[src/rtl/core/rpn_pkg.sv]
`default_nettype none
// ----------------------------------------------------------------------------
// rpn_pkg: shared types and constants for the RPN stack evaluator
// Token and status codes, controller/datapath command and status structs.
// ----------------------------------------------------------------------------
package rpn_pkg;
	localparam int STACK_DEPTH_DEF = 16;
	localparam int FRAC_BITS_DEF   = 16;

	localparam logic [2:0] ACT_PUSH   = 3'd0;
	localparam logic [2:0] ACT_ADD    = 3'd1;
	localparam logic [2:0] ACT_SUB    = 3'd2;
	localparam logic [2:0] ACT_MUL    = 3'd3;
	localparam logic [2:0] ACT_DIV    = 3'd4;
	localparam logic [2:0] ACT_MOD    = 3'd5;
	localparam logic [2:0] ACT_FINISH = 3'd6;
	localparam logic [2:0] ACT_ILL    = 3'd7;

	localparam logic [2:0] ST_OK       = 3'd0;
	localparam logic [2:0] ST_DIV0     = 3'd1;
	localparam logic [2:0] ST_MOD0     = 3'd2;
	localparam logic [2:0] ST_UNDER    = 3'd3;
	localparam logic [2:0] ST_OVER     = 3'd4;
	localparam logic [2:0] ST_ILLEGAL  = 3'd5;
	localparam logic [2:0] ST_BADDEPTH = 3'd6;

	// controller -> datapath
	typedef struct packed {
		logic load_tok;   // capture token, issue stack reads
		logic load_ops;   // capture read data as operands
		logic start_div;  // start the divider
		logic div_step;   // one divider iteration
		logic mul_s1;     // register product
		logic write_res;  // write result to stack at depth-2
		logic push;       // write value at depth
		logic pop;        // depth--
		logic clear;      // depth=0, err=0
		logic set_err;
		logic [2:0] err;
	} rpn_cmd_t;

	// datapath -> controller
	typedef struct packed {
		logic [2:0] action;
		logic       full;
		logic       few;      // fewer than two values
		logic       one;      // exactly one value
		logic       b_zero;
		logic       bi_zero;
		logic       div_done;
		logic [2:0] err;
	} rpn_sts_t;
endpackage
`default_nettype wire

[src/rtl/core/rpn_ctrl.sv]
`default_nettype none
// ----------------------------------------------------------------------------
// rpn_ctrl: evaluator controller
// Sequences one token: decode, operand read, arithmetic, write-back, respond.
// ----------------------------------------------------------------------------
module rpn_ctrl (
	input  wire logic              clk,
	input  wire logic              arst_n,
	input  wire logic              in_valid,
	output logic                   in_ready,
	output logic                   out_valid,
	input  wire logic              out_ready,
	input  wire rpn_pkg::rpn_sts_t sts,
	output rpn_pkg::rpn_cmd_t      cmd,
	output logic                   fin_q
);
	localparam logic [2:0] S_IDLE = 3'd0;
	localparam logic [2:0] S_DEC  = 3'd1;
	localparam logic [2:0] S_OPS  = 3'd2;
	localparam logic [2:0] S_EXE  = 3'd3;
	localparam logic [2:0] S_DIV  = 3'd4;
	localparam logic [2:0] S_WB   = 3'd5;
	localparam logic [2:0] S_OUT  = 3'd6;

	logic [2:0] state_q, state_d;
	logic       fin_d;

	assign in_ready  = (state_q == S_IDLE);
	assign out_valid = (state_q == S_OUT);

	always_comb begin
		cmd     = '0;
		state_d = state_q;
		fin_d   = fin_q;
		unique case (state_q)
			S_IDLE: if (in_valid) begin
				cmd.load_tok = 1'b1;
				state_d = S_DEC;
			end
			S_DEC: begin
				fin_d = (sts.action == rpn_pkg::ACT_FINISH);
				state_d = S_OUT;
				if (sts.action == rpn_pkg::ACT_FINISH) begin
					state_d = S_WB; // read data of entry 0 settles, then clear
				end else if (sts.err != rpn_pkg::ST_OK) begin
					state_d = S_OUT;
				end else if (sts.action == rpn_pkg::ACT_PUSH) begin
					if (sts.full) begin
						cmd.set_err = 1'b1; cmd.err = rpn_pkg::ST_OVER;
					end else cmd.push = 1'b1;
				end else if (sts.action == rpn_pkg::ACT_ILL) begin
					cmd.set_err = 1'b1; cmd.err = rpn_pkg::ST_ILLEGAL;
				end else if (sts.few) begin
					cmd.set_err = 1'b1; cmd.err = rpn_pkg::ST_UNDER;
				end else begin
					cmd.load_ops = 1'b1;
					state_d = S_OPS;
				end
			end
			S_OPS: begin
				if (sts.action == rpn_pkg::ACT_DIV && sts.b_zero) begin
					cmd.set_err = 1'b1; cmd.err = rpn_pkg::ST_DIV0;
					state_d = S_OUT;
				end else if (sts.action == rpn_pkg::ACT_MOD && sts.bi_zero) begin
					cmd.set_err = 1'b1; cmd.err = rpn_pkg::ST_MOD0;
					state_d = S_OUT;
				end else if (sts.action == rpn_pkg::ACT_DIV ||
				             sts.action == rpn_pkg::ACT_MOD) begin
					cmd.start_div = 1'b1;
					state_d = S_DIV;
				end else begin
					cmd.mul_s1 = 1'b1;
					state_d = S_EXE;
				end
			end
			S_DIV: begin
				cmd.div_step = 1'b1;
				if (sts.div_done) begin
					cmd.div_step = 1'b0;
					cmd.mul_s1 = 1'b1;
					state_d = S_EXE;
				end
			end
			S_EXE: begin
				cmd.write_res = 1'b1;
				cmd.pop = 1'b1;
				state_d = S_OUT;
			end
			S_WB: state_d = S_OUT;
			S_OUT: if (out_ready) begin
				if (fin_q) cmd.clear = 1'b1;
				state_d = S_IDLE;
			end
			default: state_d = S_IDLE;
		endcase
	end

	always_ff @(posedge clk or negedge arst_n) begin
		if (!arst_n) begin
			state_q <= S_IDLE;
			fin_q   <= 1'b0;
		end else begin
			state_q <= state_d;
			fin_q   <= fin_d;
		end
	end
endmodule
`default_nettype wire

[config.mk]
export PLATFORM = sky130hd
export DESIGN_NAME = rpn_ctrl
export DESIGN_NICKNAME = d
export VERILOG_FILES = /design/src/rtl/core/rpn_pkg.sv /design/src/rtl/core/rpn_ctrl.sv
export SDC_FILE = /design/constraint.sdc
export NUM_CORES = 1
export LEC_CHECK = 0
export CAP_MARGIN = 20
export CORE_AREA = 2 2 39 41
export DETAILED_ROUTE_END_ITERATION = 12
export DIE_AREA = 0 0 41 43
export DONT_BUFFER_PORTS = 1
export GPL_ROUTABILITY_DRIVEN = 0
export PLACE_DENSITY = 0.59
export SLEW_MARGIN = 20
export SYNTH_ARGS = -nofsm -noshare
export SYNTH_HDL_FRONTEND = slang
export SYNTH_SLANG_ARGS = --single-unit
[constraint.sdc]
create_clock -name clk -period 1.55 [get_ports clk]
set_input_delay 0.155 -clock clk [delete_from_list [all_inputs] [get_ports clk]]
set_output_delay 0.155 -clock clk [all_outputs]
set_load 0.005 [all_outputs]
==> results.sh <==
export IMPL_run_status="completed"
export IMPL_route_top_layer_used="met3"
export IMPL_ys_warn_count=0
export IMPL_skew_ns=0.00403
export IMPL_grt_max_degree=10
export IMPL_met1_length_um=558
export IMPL_dp_cells=85
export IMPL_slew_violations=0
export IMPL_finalHoldViolations=0
export IMPL_routed_wl_um=1340
export IMPL_clockBufferDepth=2
export IMPL_die_w_um=41
export IMPL_post_synth_num_cell_types=32
export IMPL_cp_data_arrival_time_ns=1.34
export IMPL_detail_route_first_pass_iterations=6
export IMPL_wire_per_inst_um=14.4
export IMPL_hold_start="sts[7]"
export IMPL_max_slew_worst_pin_slew_ns=0.290
export IMPL_synth_top_cells_by_area="dfrtp_1, nand2b_1, nand2_1, nor2_1, nor4_4"
export IMPL_clk_latency_ns=0.24
export IMPL_fin_crit_sh=0.961
export IMPL_ant_nets=0
export IMPL_startpoint="state_q[1]"
export IMPL_vdd_drop_max_mv=0.595
export IMPL_grt_antenna_before_repair=0
export IMPL_fillCellCount=142
export IMPL_synth_top_area_cell="dfrtp_1"
export IMPL_rr_worst_depth=4
export IMPL_fp_dieArea_um2=1760
export IMPL_final_net_count=95
export IMPL_place_area_um2=539
export IMPL_p_leak_nw=0.269
export IMPL_syn_num_nets=86
export IMPL_endpoint="cmd[6]"
export IMPL_crit_type="register to output pin"
export IMPL_cts_buffers=3
export IMPL_grt_overflow_total=0
export IMPL_start_util=0.373
export IMPL_critPathLaunchType="register"
export IMPL_stdcell_count=93
export IMPL_core_area_um2=1380
export IMPL_wl_met3_um=129
export IMPL_maxSlewHeadroom=0.805
export IMPL_portBuffers=0
export IMPL_rsz0062_at_grt="true"
export IMPL_rr_endpoint="state_q[1]"
export IMPL_synth_commonest_cells="nand2_1, nor2_1, nand2b_1"
export IMPL_power_density_nw_per_um2=1570
export IMPL_critical_path_required_ns=1.39
export IMPL_synth_ff_type="dfrtp_1"
export IMPL_htreeDepth=1
export IMPL_grt_pass1_vias=507
export IMPL_synth_edff_count=0
export IMPL_async_flop_share=1.00
export IMPL_io_pins=32
export IMPL_cp_max_fo=6
export IMPL_syn_cell_area_um2=517
export IMPL_drv_cap=0
export IMPL_drive_above_1_share=0.377
export IMPL_hold_class="input pin to register"
export IMPL_postSynthAreaPerCell_um2=7.38
export IMPL_hpwl_um=995
export IMPL_drt_iter0_drc=7
export IMPL_vias_per_cell=6.05
export IMPL_yosysSeqAreaShare=0.194
export IMPL_grt_pass1_wl_um=2110
export IMPL_area_growth_pct=29.3
export IMPL_syn_instance_count=70
export IMPL_clock_fmax_mhz=671
export IMPL_final_area_um2=668
export IMPL_reg2reg_slack_ns=0.13
export IMPL_reg2reg_from="state_q[1]"
export IMPL_clockRootBuffer="clkbuf_4"
export IMPL_cts_tree="done"
export IMPL_setup_worst_path_end_class="output pin"
export IMPL_die_height_um=43
export IMPL_synth_top_area_frac=0.194
export IMPL_finalSetupViolations=0
export IMPL_track_usage=0.170
export IMPL_insertedDiodeCount=0
export IMPL_dr_wl_met2_um=648
export IMPL_cts_sinks=4
export IMPL_cts_clk_slew_worst_paths_ns=0.04
export IMPL_fin_crit_ns=1.49
export IMPL_vias=563
export IMPL_rows=14
export IMPL_drc=0
export IMPL_ys_ff_latch=4
-- cell type report --
| type | count | area, µm² | area share |
|---|---|---|---|
| sequential | 4 | 104 | 0.155 |
| timing repair buffer | 9 | 70.1 | 0.105 |
| multi-input combinational | 59 | 444 | 0.665 |
| tap | 16 | 20.0 | 0.0300 |
| clock buffer | 3 | 22.5 | 0.0337 |
| inverter | 2 | 7.51 | 0.0112 |
-- per-layer routing --
layer,vias to the layer above,GRT usage
met4,0,0.0400
li1,271,-
met5,-,0
met2,30,0.231
met1,262,0.244
met3,0,0.0733
-- metrics by stage --
stage                     TNS [ns]  setup slack [ns]  hold slack, ns   util  power (mW)
final                            0            0.0600           0.127  0.483        1.05
after global placement           0             0.189          -0.140  0.390       0.751
after global routing       -0.0321           -0.0248           0.135  0.483        1.15
after detailed placement         0             0.175          -0.140  0.390       0.759
after floorplan                  0             0.255          -0.141      -       0.634
after CTS                  -0.0712           -0.0357           0.108  0.419       0.905
-- power breakdown --
| group | switching, mW | internal, mW | leakage [nW] |
|---|---|---|---|
| Clock | 0.0447 | 0.0867 | 0.0138 |
| Combinational | 0.363 | 0.330 | 0.209 |
| Sequential | 0.0580 | 0.166 | 0.0465 |
| Total | 0.466 | 0.583 | 0.269 |
-- worst min-delay path by stage --
stage                     slack (ns)         end  depth (start not counted)
after floorplan                -0.14       fin_q                          0
after global placement         -0.14  state_q[0]                          0
after detailed placement       -0.14  state_q[0]                          0
after CTS                       0.11  state_q[2]                          2
after global routing            0.13  state_q[2]                          2
final                           0.13  state_q[2]                          2
-- what timing repair did --
action | CTS | global route
resized for setup | 0 | 15
hold buffers | 1 | 0
pin swaps | 1 | 3
setup endpoints to repair | 4 | 8
hold endpoints to repair | 4 | 0
setup buffers | 1 | 3
-- critical path, cell delays in order, from the launching register on --
cell	delay (ns)
dfrtp_2	0.44
buf_4	0.17
nor2_4	0.11
nand3_4	0.15
nor3_4	0.22
-- state kept, by name (all words and copies together), names as in the netlist --
| register | count |
|---|---|
| fin_q | 1 |
| state_q | 3 |
-- kinds of logic (layout without fill, tap and decap cells) --
| family | after synthesis | count (layout) | synth area share |
|---|---|---|---|
| AND/OR/NAND/NOR | 40 | 40 | 0.477 |
| multiplexers | 1 | 1 | 0.0218 |
| buffers and inverters | 7 | 14 | 0.0678 |
| AO/OA/AOI/OAI | 18 | 18 | 0.240 |
| flip-flops | 4 | 4 | 0.194 |
-- cells in the final DEF, fill, tap and decap left out, drive strengths merged, types with 2 or more instances in the layout --
cell type | netlist | layout
buf | 5 | 8
nand2 | 7 | 7
nor2 | 7 | 7
nand2b | 5 | 5
nor3 | 5 | 5
a21oi | 4 | 4
dfrtp | 4 | 4
o21ai | 4 | 4
clkbuf | 0 | 3
nand3 | 3 | 3
o22ai | 3 | 3
and2 | 2 | 2
nand3b | 2 | 2
or3 | 2 | 2
and3 | 2 | 2
inv | 2 | 2
Note: power is estimated with default switching activity, not from simulation.
